## src/hw/rtl/bcg_pkg.sv

```systemverilog
// bcg_pkg: shared types and constants for the button click gesture detector
// used by bcg_lane, bcg_merge and button_click_gesture_detector_unit
// no dependencies
`default_nettype none

package bcg_pkg;

    // fixed field widths of the ports
    localparam int FIELD_W   = 5;
    localparam int CFG_W     = 16;
    localparam int CFG_IDX_W = 8;

    // parameter defaults
    localparam int NUM_BUTTONS_DEF = 5;
    localparam int TICK_WIDTH_DEF  = 16;

    // register indexes of the configuration port
    localparam logic [CFG_IDX_W-1:0] CFG_DEBOUNCE   = 8'd0;
    localparam logic [CFG_IDX_W-1:0] CFG_CLICK      = 8'd1;
    localparam logic [CFG_IDX_W-1:0] CFG_DOUBLE_GAP = 8'd2;
    localparam logic [CFG_IDX_W-1:0] CFG_RELEASED   = 8'd3;

    // register reset values
    localparam logic [CFG_W-1:0] DEBOUNCE_RESET   = 16'd20;
    localparam logic [CFG_W-1:0] CLICK_RESET      = 16'd1000;
    localparam logic [CFG_W-1:0] DOUBLE_GAP_RESET = 16'd100;
    localparam logic             RELEASED_RESET   = 1'b1;

    typedef enum logic [3:0] {
        ST_IDLE       = 4'd0,
        ST_PRESSED    = 4'd1,
        ST_LONG_START = 4'd2,
        ST_LONG_HOLD  = 4'd3,
        ST_RELEASED   = 4'd4,
        ST_REPORT     = 4'd5,
        ST_GAP        = 4'd6,
        ST_SECOND     = 4'd7,
        ST_DOUBLE     = 4'd8
    } t_gest_state;

    typedef struct packed {
        logic [CFG_W-1:0] debounce;
        logic [CFG_W-1:0] click;
        logic [CFG_W-1:0] double_gap;
        logic             released;
    } t_lane_cfg;

    typedef struct packed {
        logic long_start;
        logic one_click;
        logic long_end;
        logic two_click;
    } t_lane_ev;

endpackage

`default_nettype wire

```

## src/hw/rtl/bcg_lane.sv

```systemverilog
// bcg_lane: debounce counter and gesture state machine of one button
// depends on bcg_pkg
`default_nettype none

module bcg_lane import bcg_pkg::*; #(
    parameter int TICK_WIDTH = TICK_WIDTH_DEF
) (
    input  wire logic      i_clk,
    input  wire logic      i_rst_n,
    input  wire logic      i_step,
    input  wire logic      i_level,
    input  wire t_lane_cfg i_cfg,
    output t_lane_ev       o_ev
);

    localparam int CMP_W = (TICK_WIDTH > CFG_W) ? TICK_WIDTH : CFG_W;

    t_gest_state           r_state, n_state;
    logic                  r_last, n_last;
    logic [TICK_WIDTH-1:0] r_hold, n_hold;
    logic [TICK_WIDTH-1:0] r_meas, n_meas;

    logic [TICK_WIDTH-1:0] w_hold_inc;
    logic [TICK_WIDTH-1:0] w_meas_press;
    logic [CMP_W-1:0]      w_inc_x, w_meas_press_x, w_meas_x;
    logic [CMP_W-1:0]      w_deb_x, w_click_x, w_gap_x;
    logic                  w_rel;

    // saturating hold counter
    assign w_hold_inc = (r_hold == {TICK_WIDTH{1'b1}}) ? r_hold
                      : r_hold + {{(TICK_WIDTH-1){1'b0}}, 1'b1};
    assign w_rel        = (i_level == i_cfg.released);
    assign w_meas_press = w_rel ? r_meas : w_hold_inc;

    assign w_inc_x        = CMP_W'(w_hold_inc);
    assign w_meas_press_x = CMP_W'(w_meas_press);
    assign w_meas_x       = CMP_W'(r_meas);
    assign w_deb_x        = CMP_W'(i_cfg.debounce);
    assign w_click_x      = CMP_W'(i_cfg.click);
    assign w_gap_x        = CMP_W'(i_cfg.double_gap);

    always_comb begin
        n_state = r_state;
        n_last  = r_last;
        n_hold  = r_hold;
        n_meas  = r_meas;
        o_ev    = '0;
        if (i_level != r_last) begin
            // level change restarts the hold count, machine waits
            n_last = i_level;
            n_hold = {{(TICK_WIDTH-1){1'b0}}, 1'b1};
        end else begin
            n_hold = w_hold_inc;
            if (w_inc_x > w_deb_x) begin
                unique case (r_state)
                    ST_IDLE: begin
                        if (!w_rel) n_state = ST_PRESSED;
                    end
                    ST_PRESSED: begin
                        n_meas = w_meas_press;
                        // long press wins over release
                        if (w_meas_press_x > w_click_x) n_state = ST_LONG_START;
                        else if (w_rel)                 n_state = ST_RELEASED;
                    end
                    ST_LONG_START: begin
                        o_ev.long_start = 1'b1;
                        n_state         = ST_LONG_HOLD;
                    end
                    ST_LONG_HOLD: begin
                        if (w_rel) n_state = ST_RELEASED;
                        else       n_meas  = w_hold_inc;
                    end
                    ST_RELEASED: begin
                        n_state = (w_meas_x < w_click_x) ? ST_GAP : ST_REPORT;
                    end
                    ST_REPORT: begin
                        if (w_meas_x < w_click_x) o_ev.one_click = 1'b1;
                        else                      o_ev.long_end  = 1'b1;
                        n_meas  = '0;
                        n_hold  = '0;
                        n_state = ST_IDLE;
                    end
                    ST_GAP: begin
                        if (w_rel) begin
                            n_meas = w_hold_inc;
                            if (w_inc_x > w_gap_x) n_state = ST_REPORT;
                        end else begin
                            n_state = ST_SECOND;
                        end
                    end
                    ST_SECOND: begin
                        if (w_rel) n_state = ST_DOUBLE;
                        else       n_meas  = w_hold_inc;
                    end
                    ST_DOUBLE: begin
                        o_ev.two_click = 1'b1;
                        n_hold         = '0;
                        n_state        = ST_IDLE;
                    end
                    default: begin
                        n_state = ST_IDLE;
                    end
                endcase
            end
        end
    end

    always_ff @(posedge i_clk) begin
        if (!i_rst_n) begin
            r_state <= ST_IDLE;
            r_last  <= RELEASED_RESET;
            r_hold  <= '0;
            r_meas  <= '0;
        end else if (i_step) begin
            r_state <= n_state;
            r_last  <= n_last;
            r_hold  <= n_hold;
            r_meas  <= n_meas;
        end
    end

endmodule

`default_nettype wire

```

## src/hw/rtl/bcg_merge.sv

```systemverilog
// bcg_merge: gathers lane events into result vectors, output register plus skid
// depends on bcg_pkg
`default_nettype none

module bcg_merge import bcg_pkg::*; #(
    parameter int NUM_BUTTONS = NUM_BUTTONS_DEF
) (
    input  wire logic               i_clk,
    input  wire logic               i_rst_n,
    input  wire logic               i_push,
    input  wire t_lane_ev           i_lane_ev [NUM_BUTTONS],
    output logic                    o_stall,
    output logic                    o_valid,
    input  wire logic               i_stall,
    output logic [FIELD_W-1:0]      o_long_start,
    output logic [FIELD_W-1:0]      o_one_click,
    output logic [FIELD_W-1:0]      o_long_end,
    output logic [FIELD_W-1:0]      o_two_click
);

    localparam int OUT_LANES = (NUM_BUTTONS < FIELD_W) ? NUM_BUTTONS : FIELD_W;
    localparam int RES_W     = 4 * FIELD_W;

    logic [FIELD_W-1:0] w_ls, w_sc, w_le, w_dc;
    logic [RES_W-1:0]   w_res;
    logic [RES_W-1:0]   r_out, r_skid;
    logic               r_out_valid, r_skid_valid;
    logic               w_pop;

    always_comb begin
        w_ls = '0;
        w_sc = '0;
        w_le = '0;
        w_dc = '0;
        for (int i = 0; i < OUT_LANES; i++) begin
            w_ls[i] = i_lane_ev[i].long_start;
            w_sc[i] = i_lane_ev[i].one_click;
            w_le[i] = i_lane_ev[i].long_end;
            w_dc[i] = i_lane_ev[i].two_click;
        end
    end

    assign w_res = {w_ls, w_sc, w_le, w_dc};
    assign w_pop = r_out_valid && !i_stall;

    always_ff @(posedge i_clk) begin
        if (!i_rst_n) begin
            r_out_valid  <= 1'b0;
            r_skid_valid <= 1'b0;
        end else if (!r_out_valid || w_pop) begin
            // output slot frees: skid first, else the new item
            r_out_valid  <= r_skid_valid || i_push;
            r_skid_valid <= 1'b0;
        end else if (i_push) begin
            r_skid_valid <= 1'b1;
        end
    end

    always_ff @(posedge i_clk) begin
        if (!r_out_valid || w_pop) begin
            r_out <= r_skid_valid ? r_skid : w_res;
        end
        if (i_push && r_out_valid && !w_pop) begin
            r_skid <= w_res;
        end
    end

    assign o_stall      = r_skid_valid;
    assign o_valid      = r_out_valid;
    assign o_long_start = r_out[4*FIELD_W-1:3*FIELD_W];
    assign o_one_click  = r_out[3*FIELD_W-1:2*FIELD_W];
    assign o_long_end   = r_out[2*FIELD_W-1:FIELD_W];
    assign o_two_click  = r_out[FIELD_W-1:0];

endmodule

`default_nettype wire

```

## src/hw/rtl/button_click_gesture_detector_unit.sv

```systemverilog
// button_click_gesture_detector_unit: top level, config registers, lanes, merge
// depends on bcg_pkg, bcg_lane, bcg_merge
// each accepted tick's result is registered, in the skid slot if output is held
// throughput: one item per clock while the skid slot is empty
// reset: synchronous active-low; registers return to their defaults and
//   every button to idle, released level, counters at zero
`default_nettype none

module button_click_gesture_detector_unit import bcg_pkg::*; #(
    parameter int NUM_BUTTONS = NUM_BUTTONS_DEF,
    parameter int TICK_WIDTH  = TICK_WIDTH_DEF
) (
    input  wire logic                 i_clk,
    input  wire logic                 i_rst_n,
    // tick items
    input  wire logic                 i_in_valid,
    output logic                      o_in_stall,
    input  wire logic [FIELD_W-1:0]   i_pin_levels,
    // result items
    output logic                      o_out_valid,
    input  wire logic                 i_out_stall,
    output logic [FIELD_W-1:0]        o_long_start_events,
    output logic [FIELD_W-1:0]        o_one_click_events,
    output logic [FIELD_W-1:0]        o_long_end_events,
    output logic [FIELD_W-1:0]        o_two_click_events,
    // configuration writes
    input  wire logic                 i_cfg_valid,
    output logic                      o_cfg_ready,
    input  wire logic [CFG_IDX_W-1:0] i_cfg_index,
    input  wire logic [CFG_W-1:0]     i_cfg_data
);

    t_lane_cfg r_cfg;
    t_lane_ev  w_lane_ev [NUM_BUTTONS];
    logic      w_accept;

    // register writes are always accepted
    assign o_cfg_ready = 1'b1;

    always_ff @(posedge i_clk) begin
        if (!i_rst_n) begin
            r_cfg.debounce   <= DEBOUNCE_RESET;
            r_cfg.click      <= CLICK_RESET;
            r_cfg.double_gap <= DOUBLE_GAP_RESET;
            r_cfg.released   <= RELEASED_RESET;
        end else if (i_cfg_valid && o_cfg_ready) begin
            unique case (i_cfg_index)
                CFG_DEBOUNCE:   r_cfg.debounce   <= i_cfg_data;
                CFG_CLICK:      r_cfg.click      <= i_cfg_data;
                CFG_DOUBLE_GAP: r_cfg.double_gap <= i_cfg_data;
                CFG_RELEASED:   r_cfg.released   <= i_cfg_data[0];
                default: begin
                    // writes to unknown indexes are dropped
                end
            endcase
        end
    end

    // a tick item is taken whenever the skid slot is empty
    assign w_accept = i_in_valid && !o_in_stall;

    // one lane per button; buttons past the pin field see a constant low level
    for (genvar g = 0; g < NUM_BUTTONS; g++) begin : g_lane
        logic w_level;
        if (g < FIELD_W) begin : g_pin
            assign w_level = i_pin_levels[g];
        end else begin : g_nopin
            assign w_level = 1'b0;
        end
        bcg_lane #(
            .TICK_WIDTH (TICK_WIDTH)
        ) u_lane (
            .i_clk   (i_clk),
            .i_rst_n (i_rst_n),
            .i_step  (w_accept),
            .i_level (w_level),
            .i_cfg   (r_cfg),
            .o_ev    (w_lane_ev[g])
        );
    end

    // event gathering and output buffering
    bcg_merge #(
        .NUM_BUTTONS (NUM_BUTTONS)
    ) u_merge (
        .i_clk        (i_clk),
        .i_rst_n      (i_rst_n),
        .i_push       (w_accept),
        .i_lane_ev    (w_lane_ev),
        .o_stall      (o_in_stall),
        .o_valid      (o_out_valid),
        .i_stall      (i_out_stall),
        .o_long_start (o_long_start_events),
        .o_one_click  (o_one_click_events),
        .o_long_end   (o_long_end_events),
        .o_two_click  (o_two_click_events)
    );

    // skid slot only fills behind a full output register
    a_skid_behind_out: assert property (@(posedge i_clk) disable iff (!i_rst_n)
        o_in_stall |-> o_out_valid)
        else $error("skid holds an item while output register is empty");

    // every accepted tick leaves the output valid next cycle
    a_accept_gives_result: assert property (@(posedge i_clk) disable iff (!i_rst_n)
        w_accept |=> o_out_valid)
        else $error("accepted item produced no result");

    // skid fills only when the consumer held the output
    a_skid_cause: assert property (@(posedge i_clk) disable iff (!i_rst_n)
        $rose(o_in_stall) |-> $past(i_out_stall))
        else $error("skid filled without a downstream stall");

    // a button gives at most one event per tick
    a_events_disjoint: assert property (@(posedge i_clk) disable iff (!i_rst_n)
        o_out_valid |-> ((o_long_start_events & o_one_click_events) == '0
            && (o_long_start_events & o_long_end_events) == '0
            && (o_long_start_events & o_two_click_events) == '0
            && (o_one_click_events & o_long_end_events) == '0
            && (o_one_click_events & o_two_click_events) == '0
            && (o_long_end_events & o_two_click_events) == '0))
        else $error("one button reported two events in a tick");

endmodule

`default_nettype wire

```

## config.mk

```make
export PLATFORM = sky130hd
export DESIGN_NAME = button_click_gesture_detector_unit
export DESIGN_NICKNAME = d
export VERILOG_FILES = /design/src/hw/rtl/bcg_pkg.sv /design/src/hw/rtl/bcg_lane.sv /design/src/hw/rtl/bcg_merge.sv /design/src/hw/rtl/button_click_gesture_detector_unit.sv
export SDC_FILE = /design/constraint.sdc
export NUM_CORES = 1
export LEC_CHECK = 0
export BUFFER_PORTS_ARGS = -buffer_cell sky130_fd_sc_hd__buf_2
export CORE_MARGIN = 10
export CORE_UTILIZATION = 53
export CTS_CLUSTER_DIAMETER = 200
export CTS_CLUSTER_SIZE = 12
export DETAILED_ROUTE_END_ITERATION = 7
export MAX_ROUTING_LAYER = met4
export PLACE_DENSITY = 0.69
export SLEW_MARGIN = 20
export SYNTH_ARGS = -nofsm -noshare
export SYNTH_HDL_FRONTEND = slang
export SYNTH_SLANG_ARGS = --single-unit
```

## constraint.sdc

```tcl
create_clock -name i_clk -period 9.9 [get_ports i_clk]
set_input_delay 0.99 -clock i_clk [delete_from_list [all_inputs] [get_ports i_clk]]
set_output_delay 0.99 -clock i_clk [all_outputs]
set_load 0.02 [all_outputs]
```

### After elaboration in Yosys (flattened, before gate mapping)

Cells that the tools add are included.

| storage, ports and cells | value |
|---|---|
| word-level logic and storage cells | 299 |
| output and inout bits | 23 |
| flip-flop bits (word level) | 276 |

| operators by class | value |
|---|---|
| bitwise gates (word level) | 6 |
| equal/unequal tests | 78 |
| $add $sub $neg | 5 |
| reduce and logical (&&, ||, !) cells | 51 |
| mux-type cells | 111 |
| magnitude comparators | 20 |

Operators by type and width:

| cell | count |
|---|---|
| $mux W16 | 30 |
| $gt A16 B16 Y1 | 15 |
| $pmux W16 S3 | 5 |
| $mux W4 | 40 |
| $pmux W4 S7 | 5 |
| $add A16 B1 Y16 const B | 5 |
| $eq A16 B16 Y1 const B | 5 |
| $eq A4 B3 Y1 const B | 20 |
| $lt A16 B16 Y1 | 5 |
| $eq A4 B2 Y1 const B | 10 |
| $reduce_and A6 Y1 | 5 |
| $reduce_and A5 Y1 | 5 |
| $eq A4 B1 Y1 const B | 5 |
| $eq A4 B4 Y1 const B | 5 |
| $logic_not A4 Y1 | 5 |
| $mux W1 | 20 |
| $mux W2 | 10 |
| $mux W20 | 1 |
| $ne A2 B1 Y1 const B | 10 |
| $reduce_and A2 Y1 | 9 |
| $eq A8 B2 Y1 const B | 2 |
| $ne A3 B3 Y1 const B | 5 |
| $reduce_bool A3 Y1 | 5 |
| $reduce_or A3 Y1 | 5 |
| 10 further kinds | 39 |

### Longest topological paths before layout

| depth | value |
|---|---|
| depth after elaboration | 6 |
| mapped depth | 18 |

### By module

From an unflattened synthesis, not the netlist that was laid out.

| second synthesis, totals | value |
|---|---|
| cells, all modules | 2780 |
| area, all modules | 22502.8 µm² |

Modules (own cells, without submodules):

| module | area each (µm²) | times used | cells an instance | seq. area each (µm²) |
|---|---|---|---|---|
| bcg_lane at g_lane[3].u_lane | 3856.2 | 1 | 522 | 740.7 |
| bcg_lane at g_lane[2].u_lane | 3808.7 | 1 | 496 | 740.7 |
| bcg_lane at g_lane[1].u_lane | 3798.6 | 1 | 508 | 740.7 |
| bcg_lane at g_lane[0].u_lane | 3774.9 | 1 | 496 | 740.7 |
| bcg_lane at g_lane[4].u_lane | 3736.1 | 1 | 494 | 740.7 |
| button_click_gesture_detector_unit | 2003.2 | 1 | 195 | 980.9 |
| bcg_merge | 1525.2 | 1 | 69 | 1241.2 |

### Worst setup path before layout

No wires, ideal clock.

| timing | value |
|---|---|
| path type | flip-flop to flip-flop |
| from | reg g_lane[0].u_lane.r_hold[0] |
| to | reg g_lane[0].u_lane.r_state[1] |
| library setup time | 0.128 ns |
| clock period less this slack | 4.032 ns |
| cell stages (with the launch flop) | 16 |
| required time | 9.772 ns |
| setup slack | 5.868 ns |
| arrival time | 3.904 ns |
| path through | dfxtp_1 -> ha_1 -> nand4_1 -> or4_1 -> o31ai_2 -> nor3_1 -> xnor2_1 -> nor2_1 -> nor2_1 -> ha_1 -> nand4_1 -> or4_1 -> o31a_1 -> and2_1 -> a222oi_1 -> o22ai_1 |

| on the way | value |
|---|---|
| word-level cells in the longest chain between the ends | 6 |
| elaborated cells between the ends (all ways) | 11 |
| those cells by class | add/sub (1); order compare (3); eq/ne (2); mux (4); reduce/logical (1) |

RTL lines:

| what | RTL line | RTL |
|---|---|---|
| start: declaration | bcg_lane.sv:20 | `logic [TICK_WIDTH-1:0] r_hold, n_hold;` |
| start signal: assignment | bcg_lane.sv:117 | `r_hold <= n_hold;` |
| $add A16 B1 Y16 or $eq A16 B16 Y1 (tied branches) | bcg_lane.sv:31, bcg_lane.sv:30 |  |
| $mux W16 * | bcg_lane.sv:30 | `assign w_hold_inc = (r_hold == {TICK_WIDTH{1'b1}}) ? r_hold` |
| $mux W16 | bcg_lane.sv:33 | `assign w_meas_press = w_rel ? r_meas : w_hold_inc;` |
| $gt A16 B16 Y1 | bcg_lane.sv:62 | `if (w_meas_press_x > w_click_x) n_state = ST_LONG_START;` |
| $mux W4 | bcg_lane.sv:62 |  |
| $pmux W4 S7 | bcg_lane.sv:55 | `unique case (r_state)` |
| end signal: assignment | bcg_lane.sv:115 | `r_state <= n_state;` |
| end: declaration | bcg_lane.sv:18 | `t_gest_state r_state, n_state;` |

Mark *: on every way between the ends. The rest lies on a longest branch, timed or not.
A chain may end at the register's enable or synchronous reset.

### Final worst setup path

| timing | value |
|---|---|
| from | reg g_lane[2].u_lane.r_hold[0] |
| to | reg g_lane[2].u_lane.r_meas[2] |

| on the way | value |
|---|---|
| word-level cells in the longest chain between the ends | 4 |
| elaborated cells between the ends (all ways) | 8 |
| those cells by class | add/sub (1); order compare (1); eq/ne (1); mux (4); reduce/logical (1) |

RTL lines:

| what | RTL line | RTL |
|---|---|---|
| start: declaration | bcg_lane.sv:20 |  |
| start signal: assignment | bcg_lane.sv:117 |  |
| $add A16 B1 Y16 or $eq A16 B16 Y1 (tied branches) | bcg_lane.sv:31, bcg_lane.sv:30 |  |
| $mux W16 * | bcg_lane.sv:30 |  |
| $gt A16 B16 Y1, or another cell as far along | bcg_lane.sv:54 | `if (w_inc_x > w_deb_x) begin` |
| $reduce_and A5 Y1 (no source line) or $pmux W16 S3 (tied branches) | -- |  |
| end signal: assignment | bcg_lane.sv:118 | `r_meas <= n_meas;` |
| end: declaration | bcg_lane.sv:21 | `logic [TICK_WIDTH-1:0] r_meas, n_meas;` |

Mark *: on every way between the ends. The rest lies on a longest branch, timed or not. The select of a mux whose other input is x is not followed.

==> run summary <==
The post-CTS clock slew at the launch and capture registers of the worst setup and hold paths was 0.06 ns; the worst-case hold slack was 0.461 ns. Wire segments on met2 add up to 29.1 mm in the final route. For this run, asynchronously set or reset flops after synthesis account for 0%. The setup path with the least slack is of type reg -> reg. The initial utilization of the core area, before any placement, comes to 53.5%.

The time the worst path needs with I/O delays and setup works out to 4.92 ns. In the routed design, unresolved DRC markers number 2. The die covers 0.0473 mm^2.

The filler cells instantiated in the layout total 3554. Summed over all cells, the static leakage comes to 0.00939 uW. Post-CTS setup buffer count: 0. The worst hold path passes through 2 cells.

Uppermost layer routed: met4. In the final routing, the length of wire on met1 measures 29.1 mm. TritonCTS built the clock tree. The length in cells of the worst reg-to-reg path was 14; the synthesized instance count was 2539. Clock skew on the completed layout was measured at 0.00830 ns.

The commonest non-fill, non-tap cell in the layout is sky130_fd_sc_hd__nor2_1. For this run, the register share of the synthesized area comes to 28.7%. The core region is 0.0386 mm^2. Kind of path behind the tightest hold check: reg -> reg. Yosys mapped a number of flops with a built-in enable equal to 40.

At the worst endpoint, the required time is 10.32 ns. The logs give 57 for the top-level I/O count and 0 for the number of antenna violations at the first check in global routing. The fraction of the cycle the final worst path needs is 49.7%. The total of cells resized after clock tree synthesis is 0. The run gives 2896 as the number of nets in the layout. Setup repair after global routing left no endpoint under its margin. Root buffer selected by CTS: sky130_fd_sc_hd__clkbuf_16.

The worst setup path is captured at a register. The run gives 23.8% as the relative slew slack. Global routing used 28.5% of the available tracks. After synthesis the cells add up to 0.0207 mm^2.

At the later pin of the worst-skew pair, clock insertion delay measures 0.56 ns. For the count of H-tree levels built during CTS, the log shows 1. The flow ran to the end, but the final reports show violations.

Once detailed placement completed, the half-perimeter wirelength came to 48.3 mm. Of all nets on the critical path, the largest fanout is 16. The via-per-instance ratio was 6.47; the distinct cell type count after synthesis was 88. The logs give 0 for the total overflow reported by the global router and 0.203 GHz for the maximum clock rate. After synthesis the netlist holds a flip-flop and latch count of 276. The last weighted congestion value of the routability-driven placer is 0.976, and the critical path data arrival time is 5.34 ns. The final number of setup-violating endpoints is 0. The number of optimization iterations in the first detailed-route pass is 8, and the average wire length per cell after detail routing is 22.2 um.

The detail route stage leaves a number of antenna-violating nets equal to 0. The pin count of the biggest net entering global routing was 76. The pin slew with the least headroom to its limit was 1.14 ns. The finished layout holds 3067 standard cells, fillers aside. The number of buffers on the longest clock path was 3; the final wirelength was 68.0 mm. The most used flip-flop cell after synthesis is sky130_fd_sc_hd__dfxtp_1.

The number of clock buffers inserted by TritonCTS is 26. The number of max-slew violations in the final report was 0; the clock net sink count was 276. The layout overhead on the synthesized area was 6.94%; the first-pass GRT wire length was 105 mm. Counting tap cells, the placed design contains a total of 3031 instances.

The kind of launch point of the worst setup path is a register. Summing over every cut layer, the via total after detailed routing is 19800. The number of antenna diodes in the final layout is 0.

Setup total negative slack on the finished layout was measured at 0 ns. Synthesis produced a netlist with a net count of 2893. During synthesis, Yosys emitted a total of 0 warnings. The share of post-route cells with drive strength above 1 was 7.02%; the worst voltage drop across the vdd grid was 0.130 mV.

Count of standard-cell rows: 72. The run gives 0 as the final hold violation count. For the via count of the first global-routing pass, the log shows 18300.

The final reports fail on design-rule violations. The total of max-cap violations was 0; the die extent in y was 217 um. For this design the ratio of total power to cell area is 104 mW/mm^2.

Summed over all nets, wire length on met3 after detailed routing comes to 6.66 mm. The hold buffer count at cts was 0. Leaving out fill and tap cells, the most frequent cells in the layout are 392 x sky130_fd_sc_hd__nor2_1, 320 x sky130_fd_sc_hd__ha_1, 266 x sky130_fd_sc_hd__nand2_1, 236 x sky130_fd_sc_hd__dfxtp_1, 190 x sky130_fd_sc_hd__a21oi_1.

The count of buffers from port buffering was 55; the starting DRC count in detailed routing was 2144. The floorplan step set the die width to 217 um. Averaged over all synthesized cells, the footprint is 8.14 um^2.
layout make-up:
class / count / area, um^2 / share of cell area, %
well taps: 518 / 648 / 2.93
clock buffers: 35 / 706 / 3.19
flip-flops and latches: 276 / 5930 / 26.8
inverters: 79 / 302 / 1.36
repair buffers: 83 / 493 / 2.23
multi-input cells: 2076 / 14000 / 63.5
routing by layer:
metal  global-route usage [%]  up-vias
li1                         -     9304
met1                     37.3     9348
met2                     42.4      990
met3                     5.34      196
met4                     12.2        0
met5                        -        -
logic make-up (layout without fill, tap and decap cells):
group	after synthesis	count (layout)	synth area share, %
mux	71	71	3.61
flops	276	276	28.7
xor+xnor	61	61	2.77
other cells	1	1	0.0181
compound gates	568	568	18.1
simple gates	1054	1054	23.8
fa+ha+maj	321	321	19.4
buf+inv	187	197	3.56
flip-flops by register name, summed over array words and instances (netlist names):
register               cells
g_lane.u_lane.r_hold      80
g_lane.u_lane.r_meas      80
r_cfg                     49
g_lane.u_lane.r_state     20
u_merge.r_out             20
u_merge.r_skid            20
g_lane.u_lane.r_last       5
u_merge.o_stall            1
u_merge.o_valid            1
per-stage QoR:
step | cell area, um^2 | power (uW) | util (%) | setup slack [ns]
3_3_place_gp | 21400 | 1360 | 55.3 | 5.04
4_1_cts | 22100 | 2300 | 57.2 | 5.03
6_report | 22100 | 2290 | 57.2 | 4.98
2_1_floorplan | 20700 | 1300 | - | 5.87
5_1_grt | 22100 | 2360 | 57.2 | 4.60
3_5_place_dp | 21400 | 1370 | 55.3 | 5.03
power by group:
part / switching [uW] / internal [uW]
logic: 137 / 61.1
registers: 6.46 / 1150
clock network: 451 / 488
final timing paths:
path	from	to	slack [ns]
max	g_lane[2].u_lane.r_hold[0]	g_lane[2].u_lane.r_meas[2]	4.98
min reg2reg	r_cfg[5]	r_cfg[5]	0.46
max reg2reg	g_lane[2].u_lane.r_hold[0]	g_lane[2].u_lane.r_meas[2]	4.98
min	r_cfg[5]	r_cfg[5]	0.46
critical path: stages (launching register included):
cell and delay [ns]:
sky130_fd_sc_hd__dfxtp_1 0.40, sky130_fd_sc_hd__ha_1 0.23, sky130_fd_sc_hd__nand2_1 0.09, sky130_fd_sc_hd__or4_4 0.55
sky130_fd_sc_hd__or3_1 0.65, sky130_fd_sc_hd__nand3_1 0.21, sky130_fd_sc_hd__xnor2_1 0.17, sky130_fd_sc_hd__ha_1 0.32
sky130_fd_sc_hd__nand4_1 0.12, sky130_fd_sc_hd__nor4_1 0.45, sky130_fd_sc_hd__a21boi_0 0.23, sky130_fd_sc_hd__o41a_1 0.38
sky130_fd_sc_hd__nand3_1 0.56, sky130_fd_sc_hd__a22oi_1 0.36, sky130_fd_sc_hd__nor2_1 0.06
cells in the mapped netlist (10+ instances only):
library cell / number / area [um^2]
sky130_fd_sc_hd__nor2_1: 395 / 1480
sky130_fd_sc_hd__ha_1: 320 / 4000
sky130_fd_sc_hd__nand2_1: 266 / 998
sky130_fd_sc_hd__dfxtp_1: 236 / 4720
sky130_fd_sc_hd__a21oi_1: 191 / 956
sky130_fd_sc_hd__a22oi_1: 137 / 1030
sky130_fd_sc_hd__nand3_1: 99 / 495
sky130_fd_sc_hd__clkbuf_1: 90 / 338
sky130_fd_sc_hd__nand4_1: 82 / 513
sky130_fd_sc_hd__inv_1: 78 / 293
sky130_fd_sc_hd__o21ai_0: 54 / 270
sky130_fd_sc_hd__mux2i_1: 42 / 420
sky130_fd_sc_hd__edfxtp_1: 40 / 1200
sky130_fd_sc_hd__nor2b_1: 32 / 200
sky130_fd_sc_hd__xnor2_1: 30 / 263
sky130_fd_sc_hd__mux2_2: 29 / 327
sky130_fd_sc_hd__nor3_1: 28 / 140
sky130_fd_sc_hd__and3_1: 26 / 163
sky130_fd_sc_hd__o211ai_1: 26 / 195
sky130_fd_sc_hd__xor2_1: 26 / 228
sky130_fd_sc_hd__nand2b_1: 23 / 144
sky130_fd_sc_hd__a31oi_1: 22 / 138
sky130_fd_sc_hd__a21o_1: 19 / 143
sky130_fd_sc_hd__nor4_1: 16 / 100
sky130_fd_sc_hd__o31ai_1: 16 / 120
sky130_fd_sc_hd__and4_1: 14 / 123
sky130_fd_sc_hd__a2111oi_0: 12 / 105
sky130_fd_sc_hd__o21a_1: 12 / 90.1
sky130_fd_sc_hd__a211oi_1: 10 / 75.1
sky130_fd_sc_hd__nand3b_1: 10 / 75.1
sky130_fd_sc_hd__or4_1: 10 / 75.1
(Power assumes the default switching activity.)
